<file path="src/teq_pkg.sv">
// ----------------------------------------------------------------------------
// teq_pkg: shared types and constants of the timer expiry queue
// Opcodes, result kinds, table size and the front-to-back command record.
// ----------------------------------------------------------------------------
package teq_pkg;

    localparam int NUM_TIMERS = 16;
    localparam int SLOT_W     = 4;
    localparam int IDX_W      = $clog2(NUM_TIMERS);
    localparam int CNT_W      = 5;
    localparam int TIME_W     = 64;
    localparam logic [TIME_W-1:0] ALL_ONES = '1;

    typedef enum logic [1:0] {
        OP_ARM_ONE = 2'd0,
        OP_ARM_PER = 2'd1,
        OP_CANCEL  = 2'd2,
        OP_TICK    = 2'd3
    } t_op;

    typedef enum logic [1:0] {
        KIND_ARM    = 2'd0,
        KIND_CANCEL = 2'd1,
        KIND_FIRED  = 2'd2,
        KIND_DONE   = 2'd3
    } t_kind;

    // Command handed from the front to the back through the queue.
    typedef struct packed {
        t_op               op;
        logic [SLOT_W-1:0] slot;
        logic              slot_ok;
        logic [TIME_W-1:0] delay;
        logic [TIME_W-1:0] now;
        logic [TIME_W-1:0] sum;
    } t_cmd;

    typedef enum logic [3:0] {
        ST_IDLE,
        ST_SCAN,
        ST_PICK,
        ST_GRID,
        ST_SUB,
        ST_DIV,
        ST_BASE,
        ST_FIRE,
        ST_MIN,
        ST_EMIT
    } t_state;

endpackage

</file>
<file path="src/teq_div.sv">
// ----------------------------------------------------------------------------
// teq_div: 64-bit restoring remainder unit
// Computes num % den one quotient bit per cycle.
// ----------------------------------------------------------------------------
module teq_div (
    input  logic        i_clk,
    input  logic        i_rst_n,
    input  logic        i_start,
    input  logic [63:0] i_num,
    input  logic [63:0] i_den,
    output logic        o_done,
    output logic [63:0] o_rem
);
    import teq_pkg::*;

    logic [63:0] r_num;
    logic [63:0] r_den;
    logic [64:0] r_rem;
    logic [6:0]  r_cnt;
    logic        r_busy;
    logic [64:0] w_sh;
    logic [64:0] w_sub;

    assign w_sh   = {r_rem[63:0], r_num[63]};
    assign w_sub  = w_sh - {1'b0, r_den};
    assign o_done = r_busy && (r_cnt == 7'd0);
    assign o_rem  = r_rem[63:0];

    always_ff @(posedge i_clk) begin
        if (!i_rst_n) begin
            r_busy <= 1'b0;
            r_cnt  <= 7'd0;
        end else if (i_start) begin
            r_busy <= 1'b1;
            r_cnt  <= 7'd64;
        end else if (r_busy && r_cnt != 7'd0) begin
            r_cnt <= r_cnt - 7'd1;
        end else begin
            r_busy <= 1'b0;
        end
    end

    always_ff @(posedge i_clk) begin
        if (i_start) begin
            r_num <= i_num;
            r_den <= i_den;
            r_rem <= '0;
        end else if (r_busy && r_cnt != 7'd0) begin
            r_num <= {r_num[62:0], 1'b0};
            r_rem <= w_sub[64] ? w_sh : w_sub;
        end
    end

endmodule

</file>
<file path="src/teq_back.sv">
// ----------------------------------------------------------------------------
// teq_back: timer table and command engine
// Holds the slot table, carries out arm, cancel and tick commands and
// emits result items through a one-entry output register.
// ----------------------------------------------------------------------------
module teq_back (
    input  logic          i_clk,
    input  logic          i_rst_n,
    input  logic          i_cmd_valid,
    input  teq_pkg::t_cmd i_cmd,
    output logic          o_cmd_take,
    output logic          o_valid,
    input  logic          i_stall,
    output logic [1:0]    o_kind,
    output logic [3:0]    o_fired_slot,
    output logic          o_ok,
    output logic [63:0]   o_next_expiry,
    output logic [4:0]    o_active_count,
    output logic          o_last
);
    import teq_pkg::*;

    logic [TIME_W-1:0] r_exp [NUM_TIMERS];
    logic [TIME_W-1:0] r_per [NUM_TIMERS];
    logic [NUM_TIMERS-1:0] r_armed, n_armed;
    logic [NUM_TIMERS-1:0] r_due, n_due;
    logic [CNT_W-1:0]  r_total, n_total;
    logic [TIME_W-1:0] r_earliest, n_earliest;
    t_state            r_state, n_state;
    t_cmd              r_cmd, n_cmd;
    logic [IDX_W-1:0]  r_idx, n_idx;
    logic              r_found, n_found;
    logic [IDX_W-1:0]  r_pick, n_pick;
    logic [TIME_W-1:0] r_best, n_best;
    logic [TIME_W-1:0] r_t, n_t;
    logic [TIME_W-1:0] r_newexp, n_newexp;
    logic              r_mode, n_mode;   // 1: finishing arm/cancel, 0: tick

    // Slots in firing order, recorded as they are picked.
    logic [IDX_W-1:0]  r_log [NUM_TIMERS];
    logic [IDX_W:0]    r_nlog, n_nlog;
    logic [IDX_W:0]    r_elog, n_elog;

    logic              r_ov, n_ov;
    t_kind             r_okind, n_okind;
    logic [SLOT_W-1:0] r_oslot, n_oslot;
    logic              r_ook, n_ook;
    logic              r_olast, n_olast;

    logic              w_wr_exp;
    logic [IDX_W-1:0]  w_wr_idx;
    logic              w_wr_per;
    logic [TIME_W-1:0] w_per_val;
    logic              w_div_start;
    logic              w_div_done;
    logic [TIME_W-1:0] w_rem;
    logic [TIME_W-1:0] w_num;
    logic [TIME_W:0]   w_add;
    logic [TIME_W-1:0] w_exp_i;
    logic [TIME_W-1:0] w_per_p;
    logic              w_out_free;

    teq_div u_div (
        .i_clk   (i_clk),
        .i_rst_n (i_rst_n),
        .i_start (w_div_start),
        .i_num   (w_num),
        .i_den   (w_per_p),
        .o_done  (w_div_done),
        .o_rem   (w_rem)
    );

    assign w_num      = r_cmd.now - r_t;
    assign w_exp_i    = r_exp[r_idx];
    assign w_per_p    = r_per[r_pick];
    assign w_out_free = !r_ov || !i_stall;

    assign o_valid        = r_ov;
    assign o_kind         = r_okind;
    assign o_fired_slot   = r_oslot;
    assign o_ok           = r_ook;
    assign o_next_expiry  = r_earliest;
    assign o_active_count = r_total;
    assign o_last         = r_olast;

    always_comb begin
        n_state     = r_state;
        n_cmd       = r_cmd;
        n_idx       = r_idx;
        n_found     = r_found;
        n_pick      = r_pick;
        n_best      = r_best;
        n_t         = r_t;
        n_newexp    = r_newexp;
        n_mode      = r_mode;
        n_nlog      = r_nlog;
        n_elog      = r_elog;
        n_armed     = r_armed;
        n_due       = r_due;
        n_total     = r_total;
        n_earliest  = r_earliest;
        n_ov        = r_ov && i_stall;
        n_okind     = r_okind;
        n_oslot     = r_oslot;
        n_ook       = r_ook;
        n_olast     = r_olast;
        o_cmd_take  = 1'b0;
        w_wr_exp    = 1'b0;
        w_wr_idx    = r_pick;
        w_wr_per    = 1'b0;
        w_per_val   = '0;
        w_div_start = 1'b0;
        w_add       = '0;

        unique case (r_state)
            ST_IDLE: begin
                n_nlog = '0;
                n_elog = '0;
                if (i_cmd_valid && !r_ov) begin
                    o_cmd_take = 1'b1;
                    n_cmd      = i_cmd;
                    n_idx      = '0;
                    n_best     = ALL_ONES;
                    n_found    = 1'b0;
                    n_due      = '0;
                    n_state    = ST_MIN;
                    n_okind    = KIND_ARM;
                    n_oslot    = i_cmd.slot;
                    n_ook      = i_cmd.slot_ok;
                    n_olast    = 1'b1;
                    n_mode     = 1'b1;
                    unique case (i_cmd.op)
                        OP_ARM_ONE, OP_ARM_PER: begin
                            if (i_cmd.slot_ok) begin
                                w_wr_exp  = 1'b1;
                                w_wr_per  = 1'b1;
                                w_wr_idx  = i_cmd.slot[IDX_W-1:0];
                                n_newexp  = i_cmd.sum;
                                w_per_val = (i_cmd.op == OP_ARM_PER) ? i_cmd.delay : '0;
                                if (!r_armed[i_cmd.slot[IDX_W-1:0]]) begin
                                    n_armed[i_cmd.slot[IDX_W-1:0]] = 1'b1;
                                    n_total = r_total + CNT_W'(1);
                                end
                            end
                        end
                        OP_CANCEL: begin
                            n_okind = KIND_CANCEL;
                            n_ook   = i_cmd.slot_ok && r_armed[i_cmd.slot[IDX_W-1:0]];
                            if (n_ook) begin
                                n_armed[i_cmd.slot[IDX_W-1:0]] = 1'b0;
                                n_total = r_total - CNT_W'(1);
                            end
                        end
                        OP_TICK: begin
                            n_mode  = 1'b0;
                            n_state = ST_SCAN;
                        end
                        default: ;
                    endcase
                end
            end
            // Mark every armed slot due at this tick, one slot per cycle.
            ST_SCAN: begin
                n_due[r_idx] = r_armed[r_idx] && (w_exp_i <= r_cmd.now);
                n_idx = r_idx + IDX_W'(1);
                if (r_idx == IDX_W'(NUM_TIMERS - 1)) begin
                    n_idx   = '0;
                    n_found = 1'b0;
                    n_state = ST_PICK;
                end
            end
            // Find the due slot with the smallest expiry, lowest slot on ties.
            ST_PICK: begin
                if (r_due[r_idx] && (!r_found || w_exp_i < r_best)) begin
                    n_found = 1'b1;
                    n_pick  = r_idx;
                    n_best  = w_exp_i;
                end
                n_idx = r_idx + IDX_W'(1);
                if (r_idx == IDX_W'(NUM_TIMERS - 1)) begin
                    n_idx = '0;
                    if (n_found) begin
                        n_state = ST_GRID;
                    end else begin
                        n_best  = ALL_ONES;
                        n_state = ST_MIN;
                    end
                end
            end
            ST_GRID: begin
                n_due[r_pick] = 1'b0;
                n_nlog        = r_nlog + (IDX_W+1)'(1);
                if (w_per_p == '0) begin
                    n_armed[r_pick] = 1'b0;
                    n_total = r_total - CNT_W'(1);
                    n_state = ST_FIRE;
                end else begin
                    w_add = {1'b0, r_best} + {1'b0, w_per_p};
                    if (w_add[TIME_W]) begin
                        n_newexp = ALL_ONES;
                        n_state  = ST_FIRE;
                    end else if (w_add[TIME_W-1:0] > r_cmd.now) begin
                        n_newexp = w_add[TIME_W-1:0];
                        n_state  = ST_FIRE;
                    end else begin
                        n_t     = w_add[TIME_W-1:0];
                        n_state = ST_SUB;
                    end
                end
            end
            // The overrun distance now - t goes to the divider.
            ST_SUB: begin
                w_div_start = 1'b1;
                n_state     = ST_DIV;
            end
            ST_DIV: begin
                if (w_div_done) begin
                    n_t     = r_cmd.now - w_rem;
                    n_state = ST_BASE;
                end
            end
            ST_BASE: begin
                w_add    = {1'b0, r_t} + {1'b0, w_per_p};
                n_newexp = w_add[TIME_W] ? ALL_ONES : w_add[TIME_W-1:0];
                n_state  = ST_FIRE;
            end
            ST_FIRE: begin
                if (r_armed[r_pick]) begin
                    w_wr_exp = 1'b1;
                end
                n_idx   = '0;
                n_found = 1'b0;
                n_state = ST_PICK;
            end
            // Recompute the earliest pending expiry over armed slots.
            ST_MIN: begin
                if (r_armed[r_idx] && w_exp_i < r_best) begin
                    n_best = w_exp_i;
                end
                n_idx = r_idx + IDX_W'(1);
                if (r_idx == IDX_W'(NUM_TIMERS - 1)) begin
                    n_earliest = (r_armed[r_idx] && w_exp_i < r_best) ? w_exp_i : r_best;
                    n_idx      = '0;
                    if (r_mode) begin
                        n_ov    = 1'b1;
                        n_state = ST_IDLE;
                    end else begin
                        n_state = ST_EMIT;
                    end
                end
            end
            // Emit fired results in firing order, then the closing result.
            ST_EMIT: begin
                if (w_out_free) begin
                    n_ov  = 1'b1;
                    n_ook = 1'b1;
                    if (r_elog != r_nlog) begin
                        n_okind = KIND_FIRED;
                        n_oslot = SLOT_W'(r_log[r_elog[IDX_W-1:0]]);
                        n_olast = 1'b0;
                        n_elog  = r_elog + (IDX_W+1)'(1);
                    end else begin
                        n_okind = KIND_DONE;
                        n_oslot = '0;
                        n_olast = 1'b1;
                        n_state = ST_IDLE;
                    end
                end
            end
            default: n_state = ST_IDLE;
        endcase
    end

    always_ff @(posedge i_clk) begin
        if (!i_rst_n) begin
            r_state    <= ST_IDLE;
            r_armed    <= '0;
            r_total    <= '0;
            r_earliest <= ALL_ONES;
            r_ov       <= 1'b0;
            r_found    <= 1'b0;
            r_nlog     <= '0;
            r_elog     <= '0;
        end else begin
            r_state    <= n_state;
            r_armed    <= n_armed;
            r_total    <= n_total;
            r_earliest <= n_earliest;
            r_ov       <= n_ov;
            r_found    <= n_found;
            r_nlog     <= n_nlog;
            r_elog     <= n_elog;
        end
    end

    always_ff @(posedge i_clk) begin
        r_cmd    <= n_cmd;
        r_idx    <= n_idx;
        r_pick   <= n_pick;
        r_best   <= n_best;
        r_t      <= n_t;
        r_newexp <= n_newexp;
        r_mode   <= n_mode;
        r_due    <= n_due;
        r_okind  <= n_okind;
        r_oslot  <= n_oslot;
        r_ook    <= n_ook;
        r_olast  <= n_olast;
        if (r_state == ST_GRID) begin
            r_log[r_nlog[IDX_W-1:0]] <= r_pick;
        end
        if (w_wr_exp) begin
            r_exp[w_wr_idx] <= (r_state == ST_IDLE) ? n_newexp : r_newexp;
        end
        if (w_wr_per) begin
            r_per[w_wr_idx] <= w_per_val;
        end
    end

endmodule

</file>
<file path="config.mk">
export PLATFORM = sky130hd
export DESIGN_NAME = teq_back
export DESIGN_NICKNAME = d
export VERILOG_FILES = /design/src/teq_pkg.sv /design/src/teq_div.sv /design/src/teq_back.sv
export SDC_FILE = /design/constraint.sdc
export NUM_CORES = 2
export LEC_CHECK = 0
export ABC_CLOCK_PERIOD_IN_PS = 11760
export BUFFER_PORTS_ARGS = -buffer_cell sky130_fd_sc_hd__buf_2
export CORE_MARGIN = 5
export CORE_UTILIZATION = 45
export CTS_CLUSTER_DIAMETER = 50
export DETAILED_ROUTE_END_ITERATION = 7
export GPL_TIMING_DRIVEN = 1
export PLACE_DENSITY = 0.73
export SLEW_MARGIN = 5
export SYNTH_ARGS = -nofsm -noshare
export SYNTH_HDL_FRONTEND = slang
export SYNTH_SLANG_ARGS = --single-unit
</file>
<file path="constraint.sdc">
create_clock -name i_clk -period 11.76 [get_ports i_clk]
set_input_delay 0.588 -clock i_clk [delete_from_list [all_inputs] [get_ports i_clk]]
set_output_delay 0.588 -clock i_clk [all_outputs]
set_load 0.005 [all_outputs]
</file>
# Word-level counts from Yosys, hierarchy flattened
# Memory sizes are Yosys's and may differ from the RTL's. A register that Yosys moved wholly into a read port is not among the register bits.
# Index checks and enable logic that the tools add are counted.
dict set report totals {
  ff_bits 590
  ramBits 2112
  in_bits 203
  out_inout_bits 79
  elab_cells 265
  memories 3
}
dict set report op_classes {
  addsub 11
  n_lt_le_gt_ge 9
  n_eq_ne 31
  muxes 134
  bitwise 7
  reduce_logical 44
}
# name depth width read_ports rd_ports_with_merged_regs wr line_no
set memory_table {}
lappend memory_table {r_exp 16 64 1 1 1 teq_back.sv:23} ;# logic [TIME_W-1:0] r_exp [NUM_TIMERS];
lappend memory_table {r_per 16 64 1 1 1 teq_back.sv:24} ;# logic [TIME_W-1:0] r_per [NUM_TIMERS];
lappend memory_table {r_log 16 4 1 1 1 teq_back.sv:40} ;# logic [IDX_W-1:0] r_log [NUM_TIMERS];
# cell count
set op_table {}
lappend op_table {{$mux W64} 25}
lappend op_table {{$pmux W64 S3} 2}
lappend op_table {{$add A64 B64 Y65} 2}
lappend op_table {{$pmux W64 S2} 1}
lappend op_table {{$sub A64 B64 Y64} 2}
lappend op_table {{$mux W16} 6}
lappend op_table {{$mux W4} 23}
lappend op_table {{$sub A65 B64 Y65} 1}
lappend op_table {{$gt A64 B64 Y1} 1}
lappend op_table {{$le A64 B64 Y1} 1}
lappend op_table {{$logic_not A64 Y1} 1}
lappend op_table {{$lt A64 B64 Y1} 1}
lappend op_table {{$pmux W16 S2} 2}
lappend op_table {{$and A16 B16 Y16} 3}
lappend op_table {{$pmux W16 S3} 1}
lappend op_table {{$pmux W4 S10} 1}
lappend op_table {{$pmux W5 S2} 4}
lappend op_table {{$mux W1} 39}
lappend op_table {{$mux W5} 7}
lappend op_table {{$not A16 Y16} 2}
lappend op_table {{$ne A2 B2 Y1 const B} 11}
lappend op_table {{$bmux W1 S4} 4}
lappend op_table {{$bwmux W16} 1}
lappend op_table {{$eq A4 B3 Y1 const B} 4}
lappend op_table {{other kinds (41)} 91}

# Logic depth before layout (Yosys ltp)
dict set report logic_depth {
  depth_word 10
  ltp_mapped 33
  depth_no_buf 29
}

# Hierarchy
# A second synthesis with hierarchy kept.
dict set report hier_totals {
  hier_cells 9323
  area_unflattened_um2 131199.6
}
# mod n_inst cells_each area_per_inst_um2 seq_area_each_um2
set modules_own_cells {}
lappend modules_own_cells {teq_back 1 8100 119165.5 73720.7}
lappend modules_own_cells {teq_div 1 1223 12034.0 5285.1}

# Least setup slack after synthesis
# No wires, ideal clock.
dict set report synth_timing {
  path_kind {reg2reg}
  from {register r_state[1]}
  to {register r_best[0] (enable)}
  setup_ns 0.828
  arrival_ns 10.897
  required_ns 10.932
  slack_ns 0.035
  path_stages_with_launch 5
  n_path_buf 2
  period_less_slack_ns 11.725
  cell_sequence {dfxtp_1 clkbuf_1 clkbuf_1 nor3_1 a2111oi_0}
}
dict set report synth_via {
  elab_chain_len 3
  elab_cells_between_ends 6
  cone_classes {eq/ne (3); reduce/logical (3)}
}
# item line_no
set synth_rtl {}
lappend synth_rtl {{from (decl)} teq_back.sv:29} ;# t_state r_state, n_state;
lappend synth_rtl {{from (signal assigned)} teq_back.sv:285} ;# r_state <= n_state;
lappend synth_rtl {{$eq A4 B4 Y1, or another cell as far along} teq_back.sv:115} ;# unique case (r_state)
lappend synth_rtl {{$reduce_bool A3 Y1 (no source line) / $ne A2 B2 Y1 (equally long branches)} -}
lappend synth_rtl {{$reduce_and A2 Y1 (no source line) (*)} -}
lappend synth_rtl {{to (signal assigned)} teq_back.sv:300} ;# r_best <= n_best;
lappend synth_rtl {{to (decl)} teq_back.sv:34} ;# logic [TIME_W-1:0] r_best, n_best;
# Every way passes the cells marked *; elsewhere a longest branch is shown, timed or not.
# A chain may end at the register's enable or synchronous reset.

==> results.cfg <==
[die]
dieArea_um2 = 297300
io-pin-count = 282
die_w_um = 545.3
die_h_um = 545.3
row_count = 196
core_area_um2 = 285200
start_util = 0.4520

[yosys]
synth_seq_cells = 2714
synth_area_per_cell_um2 = 14.38
seq_area_frac_synth = 0.6128
synth_enable_flop_cells = 2465
yosys.area.top_type = edfxtp_1
synthTopCellsByArea = edfxtp_1, mux4_2, ha_1
syn_area_um2 = 128900
ys.flop_type = edfxtp_1
synth_cells = 8966
syn_nets = 9696
yosysWarnings = 0
synth_top_area_frac = 0.5741
yosys.cell_types.count = 87
async_flop_share = 0

[critical_path]
required_ps = 12390
crit_fanout = 65
cp_common_cell = buf_4
worst_path_largest_cell_delay_ps = 690
crit_slowest_cell = mux4_2
start_kind = flop
worstSetupEndpointType = flop
path_class = reg -> reg
crit_arrival_ps = 11260

[place]
portBuffers = 281
dp_hpwl_mm = 282.3
dpl-instance-area_um2 = 134900
place.gp.congestion = 0.9917

[pwr]
p_leak_nw = 53.27
p_per_area_nw_per_um2 = 248.2
vdd_drop_max_v = 0.0001672

[route]
drt_iter0_drc = 11715
postRouteWirelength_mm = 417.7
wl_per_cell_um = 31.25
via_count = 85233
drc = 0
ant_nets = 0
viasPerCell = 6.376
dr.pass1.iters = 6

[sta]
finalSetupViolCount = 0
drv_slew = 0
rsz0062_at_grt = no
fmax_ghz = 0.09404
tns_ps = 0
hold_viol_final = 0
period_needed_ps = 10630
fin_skew_ps = 88.22
relSlewSlack = 0.1612
worst_pin_slew_ps = 1245
period_share = 0.9042
holdWs_ps = 67.43

[clock_tree]
htreeDepth = 5
path_clk_slew_ps = 60
root_buffer = clkbuf_16
cts_buffer_depth = 4
clkSinkCount = 2714
clock_latency_ps = 960
cts_buffers = 316
cts_tree = yes

[min_path]
min-delay-path-class = in -> reg

[run]
cap_violations = 0

[global_routing]
grt_pass1_vias = 82950
overflow = 0
grt_max_degree = 100
antenna_found_initial = 33
grt_first_pass_wirelength_mm = 592.3
grt_use_total = 0.2716

[finish]
drive_above_1_share = 0.1783
multi_input_area_um2 = 46810
syn_to_final_growth_pct = 13.46
final_nets = 10057
final_area_um2 = 146300
fillers = 23191
seq_area_um2 = 79040

[status]
status = finished clean
-- layout by cell type (no fill, tap or decap), types with 267 or more instances in the layout --
cell type and instances:
o21ai_0 520, buf_2 280, edfxtp_1 2465, inv_1 433, ha_1 522, a21oi_1 547, nor2_1 301, a21o_1 267
mux4_2 672, clkbuf_16 322, nand2_1 682
-- registers in the layout (all words and copies together) (netlist names), 5 cells and up, named ones only --
name / flops
o_active_count: 5
o_next_expiry: 64
r_best: 64
r_cmd: 64
r_due: 16
r_elog: 5
r_exp: 1024
r_log: 64
r_newexp: 64
r_nlog: 5
r_per: 1024
r_t: 64
u_div.r_cnt: 7
u_div.r_den: 64
u_div.r_num: 64
u_div.r_rem: 64
-- what timing repair did --
| item | CTS | global route |
|---|---|---|
| resized for setup | 0 | 0 |
| setup buffers | 0 | 0 |
| hold endpoints to repair | 70 | 0 |
| hold buffers | 70 | 0 |
-- worst paths after layout --
path         cells after the start            end  slack [ps]          from
min reg2reg                      2   r_newexp[23]         470  r_newexp[23]
max                             31  r_exp[10][53]        1130          flop
min                              3   r_newexp[37]          70     i_cmd[37]
max reg2reg                     31  r_exp[10][53]        1130          flop
-- cell families after synthesis --
group / after synthesis / synth area share
buffers and inverters: 901 / 0.02734
adder cells (fa/ha/maj): 527 / 0.05143
multiplexers: 758 / 0.1242
flip-flops: 2714 / 0.6128
AND/OR/NAND/NOR: 1712 / 0.06222
XOR/XNOR: 316 / 0.02147
AO/OA/AOI/OAI: 2038 / 0.1006
-- through the flow --
stage / std cells / total power, mW / utilization / setup slack [ps]
after floorplan: 8966 / 21.48 / - / 35.00
after global routing: 13350 / 37.83 / 0.5128 / 645.5
final: 13368 / 36.30 / 0.5129 / 1126
after detailed placement: 12701 / 26.15 / 0.4731 / 1018
after CTS: 13348 / 36.15 / 0.5127 / 1007
after global placement: 12701 / 25.89 / 0.4731 / 1274
-- layer usage --
layer	part of all wire	track usage	wire, µm
met5	0.00019	0	80
met3	0.10	0.06038	43640
met4	0.064	0.1493	26880
met1	0.37	0.3564	156600
met2	0.46	0.4218	190600
-- cells in the mapped netlist (all sizes together), types with 21 or more instances --
master,count
xor2,132
buf,119
nor2,343
ha,522
o211ai,119
clkbuf,345
xnor2,184
nand2,686
nand2b,69
nor3,92
a31oi,52
inv,437
and3,100
nor4,34
o31ai,36
edfxtp,2465
o2111ai,21
mux4,672
a21o,268
o21a,50
and2,32
a221o,68
a21oi,551
nand4,114
nor2b,67
dfxtp,249
nand3,95
o21ai,540
o41ai,26
o21bai,60
a211oi,49
mux2i,77
-- cell type report --
| cell class | instances | share of cell area |
|---|---|---|
| diodes | 20 | 0.0003421 |
| clock buffers | 385 | 0.05759 |
| clock inverters | 192 | 0.01491 |
| inverters | 437 | 0.01123 |
| multi-input cells | 5351 | 0.3200 |
| flip-flops and latches | 2714 | 0.5403 |
| well taps | 3762 | 0.03218 |
| repair buffers | 507 | 0.02345 |
-- power by group --
part	internal, mW	switching [mW]
combinational	5.07	8.73
sequential	11.7	0.818
clock	5.81	4.15
total	22.6	13.7
-- worst max-delay path: cells and delay by family, from the launching register on --
kind / cells / cell delay [ps]
AO/OA/AOI/OAI: 11 / 2860
adder cells (fa/ha/maj): 2 / 760
buffers and inverters: 5 / 1720
flip-flops: 1 / 670
multiplexers: 3 / 1500
AND/OR/NAND/NOR: 10 / 2640
No activity file was read; power rests on OpenSTA's default activity.
